--- src/rtl/scanpf_pkg.sv ---
package scanpf_pkg;

  // Field widths of the ports
  localparam int unsigned CoordW   = 16;
  localparam int unsigned PixW     = 11;
  localparam int unsigned RowW     = 10;
  localparam int unsigned VidxW    = 8;
  localparam int unsigned VcntW    = 9;
  localparam int unsigned CfgIdxW  = 2;
  localparam int unsigned CfgDataW = 11;

  // Defaults for the top level parameters
  localparam int unsigned DefMaxVertices  = 256;
  localparam int unsigned DefMaxCrossings = 32;

  // Spans kept per row
  localparam int unsigned MaxSpans = 16;
  localparam int unsigned SpanCntW = 5;

  // Divider quotient and operand widths
  localparam int unsigned DiffW = CoordW + 1;
  localparam int unsigned QuoW  = 16;

  // Reset values of the configuration registers
  localparam logic [PixW-1:0]  WidthRst  = 11'd260;
  localparam logic [PixW-1:0]  HeightRst = 11'd192;
  localparam logic [VcntW-1:0] VcntRst   = 9'd0;
  localparam logic             FillRst   = 1'b1;

  typedef enum logic [CfgIdxW-1:0] {
    CFG_WIDTH  = 2'd0,
    CFG_HEIGHT = 2'd1,
    CFG_VCOUNT = 2'd2,
    CFG_FILL   = 2'd3
  } cfg_idx_e;

  typedef enum logic {
    CMD_LOAD   = 1'b0,
    CMD_RENDER = 1'b1
  } cmd_e;

  typedef enum logic [3:0] {
    ST_IDLE,
    ST_FIRST,
    ST_EDGE,
    ST_MUL,
    ST_CALC,
    ST_INS,
    ST_NEXT,
    ST_SPAN_S,
    ST_SPAN_E
  } fill_state_e;

  typedef enum logic [1:0] {
    EU_IDLE,
    EU_PREP,
    EU_DIV,
    EU_DONE
  } eu_phase_e;

  // Edge unit handshake toward the sequencer
  typedef struct packed {
    logic                    done;
    logic signed [DiffW:0]   quot;
  } eu_status_t;

  // Crossing in 1/16 pixel (already ceil-rounded) to pixel ceil(x - 0.5)
  function automatic logic signed [12:0] pixel_of(input logic signed [CoordW-1:0] c);
    logic signed [CoordW:0] t;
    t = 17'(c) + 17'sd7;
    return t[CoordW:4];
  endfunction

  // Clamp a pixel to [lo, w]
  function automatic logic [PixW-1:0] clamp_pix(input logic signed [12:0] p,
                                                input logic [PixW-1:0] lo,
                                                input logic [PixW-1:0] w);
    logic signed [12:0] lo_s;
    logic signed [12:0] w_s;
    lo_s = $signed({2'b00, lo});
    w_s  = $signed({2'b00, w});
    if (p < lo_s) return lo;
    else if (p > w_s) return w;
    else return p[PixW-1:0];
  endfunction

endpackage

--- src/rtl/scanpf_edge_unit.sv ---
module scanpf_edge_unit (
  input  logic                                  clk_i,
  input  logic                                  rst_ni,
  input  logic                                  start_i,
  input  logic signed [scanpf_pkg::DiffW-1:0]   dy_i,
  input  logic signed [scanpf_pkg::DiffW-1:0]   dx_i,
  input  logic signed [scanpf_pkg::DiffW-1:0]   dn_i,
  output scanpf_pkg::eu_status_t                status_o
);
  import scanpf_pkg::*;

  localparam int unsigned ProdW = 2 * DiffW;
  localparam int unsigned CntW  = $clog2(QuoW + 1);

  eu_phase_e phase_q, phase_d;

  logic signed [ProdW-1:0] prod_q;
  logic [QuoW-1:0]         dmag_q;
  logic                    dneg_q;
  logic                    neg_q;
  logic [QuoW-1:0]         rem_q;
  logic [QuoW-1:0]         low_q;
  logic [CntW-1:0]         cnt_q;

  logic [ProdW-1:0]        prod_abs;
  logic [QuoW+1:0]         trial;
  logic [DiffW-1:0]        dn_abs;
  logic signed [DiffW:0]   q_ext;

  assign prod_abs = prod_q[ProdW-1] ? ProdW'(-prod_q) : ProdW'(prod_q);
  assign dn_abs   = dn_i[DiffW-1] ? DiffW'(-dn_i) : DiffW'(dn_i);
  assign trial    = {1'b0, rem_q, low_q[QuoW-1]} - {2'b00, dmag_q};
  assign q_ext    = $signed({2'b00, low_q});

  // Sequence the phases
  always_comb begin
    phase_d = phase_q;
    case (phase_q)
      EU_IDLE: if (start_i) phase_d = EU_PREP;
      EU_PREP: phase_d = EU_DIV;
      EU_DIV:  if (cnt_q == CntW'(1)) phase_d = EU_DONE;
      EU_DONE: phase_d = EU_IDLE;
      default: phase_d = EU_IDLE;
    endcase
  end

  // Drive the result: ceiling of the signed quotient
  always_comb begin
    status_o.done = (phase_q == EU_DONE);
    if (neg_q) status_o.quot = -q_ext;
    else       status_o.quot = q_ext + ((rem_q != '0) ? 18'sd1 : 18'sd0);
  end

  always_ff @(posedge clk_i or negedge rst_ni) begin
    if (!rst_ni) begin
      phase_q <= EU_IDLE;
    end else begin
      phase_q <= phase_d;
    end
  end

  // Multiply, then restoring division one quotient bit a cycle
  always_ff @(posedge clk_i) begin
    case (phase_q)
      EU_IDLE: begin
        if (start_i) begin
          prod_q <= dy_i * dx_i;
          dmag_q <= dn_abs[QuoW-1:0];
          dneg_q <= dn_i[DiffW-1];
        end
      end
      EU_PREP: begin
        neg_q <= prod_q[ProdW-1] ^ dneg_q;
        rem_q <= prod_abs[2*QuoW-1:QuoW];
        low_q <= prod_abs[QuoW-1:0];
        cnt_q <= CntW'(QuoW);
      end
      EU_DIV: begin
        if (!trial[QuoW+1]) begin
          rem_q <= trial[QuoW-1:0];
          low_q <= {low_q[QuoW-2:0], 1'b1};
        end else begin
          rem_q <= {rem_q[QuoW-2:0], low_q[QuoW-1]};
          low_q <= {low_q[QuoW-2:0], 1'b0};
        end
        cnt_q <= cnt_q - CntW'(1);
      end
      default: begin
      end
    endcase
  end

  // Result pulses for one cycle and only after a division ran
  assert property (@(posedge clk_i) disable iff (!rst_ni)
    status_o.done |=> !status_o.done)
    else $error("edge unit done held");
  assert property (@(posedge clk_i) disable iff (!rst_ni)
    status_o.done |-> $past(phase_q) == EU_DIV)
    else $error("edge unit done without division");
  assert property (@(posedge clk_i) disable iff (!rst_ni)
    phase_q == EU_DIV |-> cnt_q != '0)
    else $error("edge unit step count underflow");

endmodule

--- config.mk ---
export PLATFORM = sky130hd
export DESIGN_NAME = scanpf_edge_unit
export DESIGN_NICKNAME = d
export VERILOG_FILES = /design/src/rtl/scanpf_pkg.sv /design/src/rtl/scanpf_edge_unit.sv
export SDC_FILE = /design/constraint.sdc
export NUM_CORES = 1
export LEC_CHECK = 0
export BUFFER_PORTS_ARGS = -buffer_cell sky130_fd_sc_hd__buf_2
export CORE_UTILIZATION = 59
export DETAILED_ROUTE_END_ITERATION = 8
export PLACE_DENSITY = 0.8
export SKIP_LAST_GASP = 1
export SLEW_MARGIN = 20
export SYNTH_ARGS = -nofsm -noshare
export SYNTH_HDL_FRONTEND = slang
export SYNTH_SLANG_ARGS = --single-unit
--- constraint.sdc ---
create_clock -name clk_i -period 3.1 [get_ports clk_i]
set_clock_uncertainty 0.15 [all_clocks]
set_input_delay 0.155 -clock clk_i [delete_from_list [all_inputs] [get_ports clk_i]]
set_output_delay 0.155 -clock clk_i [all_outputs]
set_load 0.1 [all_outputs]
==> reports/metrics.csv <==
stage;metric;value;unit
synth;ys_seq_area_share;16.2;%
die;die_y;170;um
synth;ys_ff_latch;90;
setup_path;cp.required;3.05;ns
setup_path;cpMostUsedCell;fa_1;
synth;ys.flop_type;edfxtp_1;
sta;slew-limit-headroom;58.8;%
clocking;clock_path_buffers;2;
sta;finalHoldViolations;0;
setup_path;cp_data_arrival_time;5.57;ns
setup_path;end_kind;flip-flop;
routing;vias;13900;
setup_path;start_kind;input port;
place;gp_congestion;0.928;
clocking;numCtsBuffers;9;
outcome;run_status;complete, but fails checks;
setup_path;path_class;in -> reg;
routing;antenna_left;0;
clocking;clk_pin_slew;0.06;ns
grt;grt_pass1_vias;14600;
synth;synth_edf_count;88;
routing;via_per_inst;5.65;
job;cap_violations;0;
place;port_buffers;72;
synth;postSynth.asyncResetShare;2.22;%
setup_path;cpPeakStageDelay;0.57;ns
die;dieArea;28800;um2
place;place_area;19600;um2
routing;wl_per_cell;18.7;um
synth;synthesis.area;16600;um2
synth;avgSynthCellArea;9.41;um2
die;io_pins;73;
setup_path;path_max_fanout;5;
place;numPlacedInstances;2367;
routing;dr.pass1.iters;5;
setup_path;slowest_stage;fa_1;
setup_path;worstPathCellList;buf_6 -> buf_6 -> buf_4 -> buf_4 -> and2_1 -> fa_1 -> fa_1 -> ha_4 -> fa_1 -> inv_1 -> fa_1 -> fa_1 -> inv_1 -> ha_4 -> and3_4 -> a221o_1 -> a21o_1 -> o211ai_1 -> a21oi_2 -> o41ai_2 -> mux2i_1 -> nand2_1;
grt;grt_util_all_layers;31.2;%
clocking;h-tree-depth;3;
worst_hold_path;hold_path_class;in -> reg;
sta;max_freq;178;MHz
synth;postSynthNetCount;2226;
grt;grt_max_degree;38;
sta;setup_slack;-2.53;ns
sta;tightest_slew;0.617;ns
place;place_hpwl;32900;um
die;start_util;60.8;%
outcome;violations;negative setup slack;
sta;setup_violations;55;
clocking;clock-root-buffer;clkbuf_16;
layout;n_antenna_cell;0;
clocking;insertion_delay;0.35;ns
die;core_area;27300;um2
synth;yosys_warnings;0;
sta;drv_slew;0;
clocking;numClockSinks;90;
die;die_w;170;um
layout;post-route-cell-area;21700;um2
sta;setup_tns;-56.82;ns
grt;grt_overflow;0;
sta;rsz0062_at_grt;yes;
place;preCtsSetupSlack;-2.87;ns
layout;final_cells;2450;
layout;syn_to_final_growth;30.6;%
routing;drtIter0Drc;1247;
die;rows;60;
layout;fill_cells;1520;
synth;netlist_instances;1762;
sta;fin_crit;5.63;ns
sta;finalCritPeriodShare;181;%
clocking;tritoncts;done;
layout;num-nets-final;2537;
routing;drc_errors;0;
synth;yosys.cell_types.count;54;
layout;drive_gt1_share;28.9;%
grt;grt_pass1_wl;71000;um
routing;drt-total-wl;45700;um
grt;antenna_found_initial;0;
-- what timing repair did --
action	4_1_cts	5_1_grt
resized for setup	179	126
buffers inserted	30	25
endpoints found under the setup margin	55	60
cloned	4	0
hold buffers	15	0
pin swaps	86	71
hold endpoints to repair	15	0
-- cells in the final DEF, fill, tap and decap left out, drive strengths merged, types with 4 or more instances in the layout --
cell           n
inv          367
buf          336
fa           297
nand2        199
and2         152
ha           113
edfxtp        88
o21ai         67
xnor2         61
nor2          58
a21oi         51
xor2          41
o31ai         21
nor3          21
or4           16
dlygate4sd3   15
a21o          14
nand3         13
clkbuf        12
nor2b         11
nand2b         9
o211ai         9
mux2i          9
or3            9
and3           9
o21a           8
o41ai          8
a31oi          6
nor4           6
a211oi         6
nand4          4
o21bai         4
or2            4
clkinv         4
-- critical path: cells and delay by family --
family	cells	cell delay, ns
fa+ha+maj	7	2.89
compound gates	5	1.23
buf+inv	6	0.67
simple gates	3	0.39
mux	1	0.23
-- registers in the layout (all words and copies together), names as in the netlist --
name / count
cnt_q: 5
dmag_q: 16
dneg_q: 1
low_q: 16
neg_q: 1
phase_q: 2
prod_q: 33
rem_q: 16
-- routing by layer --
metal  vias to the layer above  track usage (%)  part of all wire [%]
li1                       6136                -                     -
met1                      6921             39.2                    39
met2                       633             56.6                    51
met5                         -                0                     0
met3                       162             3.57                   6.2
met4                         0             9.17                   3.7
-- worst paths after layout --
path / from / end / slack, ns / depth (start not counted)
max reg2reg: rem_q[7] / rem_q[10] / -0.24 / 11
min: dn_i[7] / dmag_q[7] / 0.02 / 2
max: dy_i[7] / prod_q[26] / -2.53 / 22
min reg2reg: dneg_q / neg_q / 0.41 / 1
max in group asynchronous: rst_ni / phase_q[0] / 2.15 / 3
min in group asynchronous: rst_ni / phase_q[1] / 0.53 / 3
-- per-stage QoR --
stage | hold slack (ns) | utilization [%]
2_1_floorplan | -0.291 | -
3_3_place_gp | -0.209 | 71.9
3_5_place_dp | -0.206 | 71.9
4_1_cts | 0.00160 | 77.1
5_1_grt | 0.0148 | 79.5
6_report | 0.0155 | 79.5
-- cells by family (layout without fill, tap and decap cells) --
family          after synthesis  after routing  synth area share [%]
buf+inv                     423            739                  9.60
mux                          12             12                 0.747
xor+xnor                    102            102                  5.39
simple gates                515            515                  15.6
compound gates              210            210                  8.02
flops                        90             90                  16.2
fa+ha+maj                   410            410                  44.4
-- cell type report --
type                            count  area (um2)  share of cell area (%)
Multi-Input combinational cell   1249       13700                    63.3
Clock inverter                      7        68.8                   0.318
Clock buffer                        9         225                    1.04
Tap cell                          372         465                    2.15
Sequential cell                    90        2690                    12.4
Timing Repair inverter              1        7.51                  0.0347
Timing Repair Buffer              355        3110                    14.3
Inverter                          367        1380                    6.38
-- cells in the mapped netlist (3+ instances only) --
| library cell | number | area share (%) |
|---|---|---|
| and3_1 | 9 | 0.34 |
| nand2_1 | 199 | 4.5 |
| o21ai_0 | 66 | 2.0 |
| nand2b_1 | 9 | 0.34 |
| nand3_1 | 13 | 0.39 |
| a211oi_1 | 6 | 0.27 |
| and2_1 | 152 | 5.7 |
| xnor2_1 | 61 | 3.2 |
| o211ai_1 | 9 | 0.41 |
| ha_1 | 113 | 8.5 |
| xor2_1 | 41 | 2.2 |
| inv_1 | 367 | 8.3 |
| nand4_1 | 4 | 0.15 |
| buf_1 | 5 | 0.11 |
| o31ai_1 | 19 | 0.86 |
| mux2i_1 | 9 | 0.54 |
| or4_4 | 6 | 0.41 |
| clkbuf_1 | 50 | 1.1 |
| a31oi_1 | 6 | 0.23 |
| o21a_1 | 8 | 0.36 |
| nor2b_1 | 11 | 0.42 |
| a21o_1 | 14 | 0.63 |
| nor4_1 | 6 | 0.23 |
| mux2_2 | 3 | 0.20 |
| nor2_1 | 58 | 1.3 |
| or2_2 | 4 | 0.15 |
| or4_1 | 10 | 0.45 |
| a21oi_1 | 51 | 1.5 |
| o21bai_1 | 4 | 0.18 |
| or3_1 | 8 | 0.30 |
| o41ai_1 | 7 | 0.37 |
| edfxtp_1 | 88 | 16 |
| fa_1 | 297 | 36 |
| nor3_1 | 21 | 0.63 |
Power is left out: the tool's default activity adds up to more than one toggle a clock period on the data nets, which glitch-free logic cannot reach.
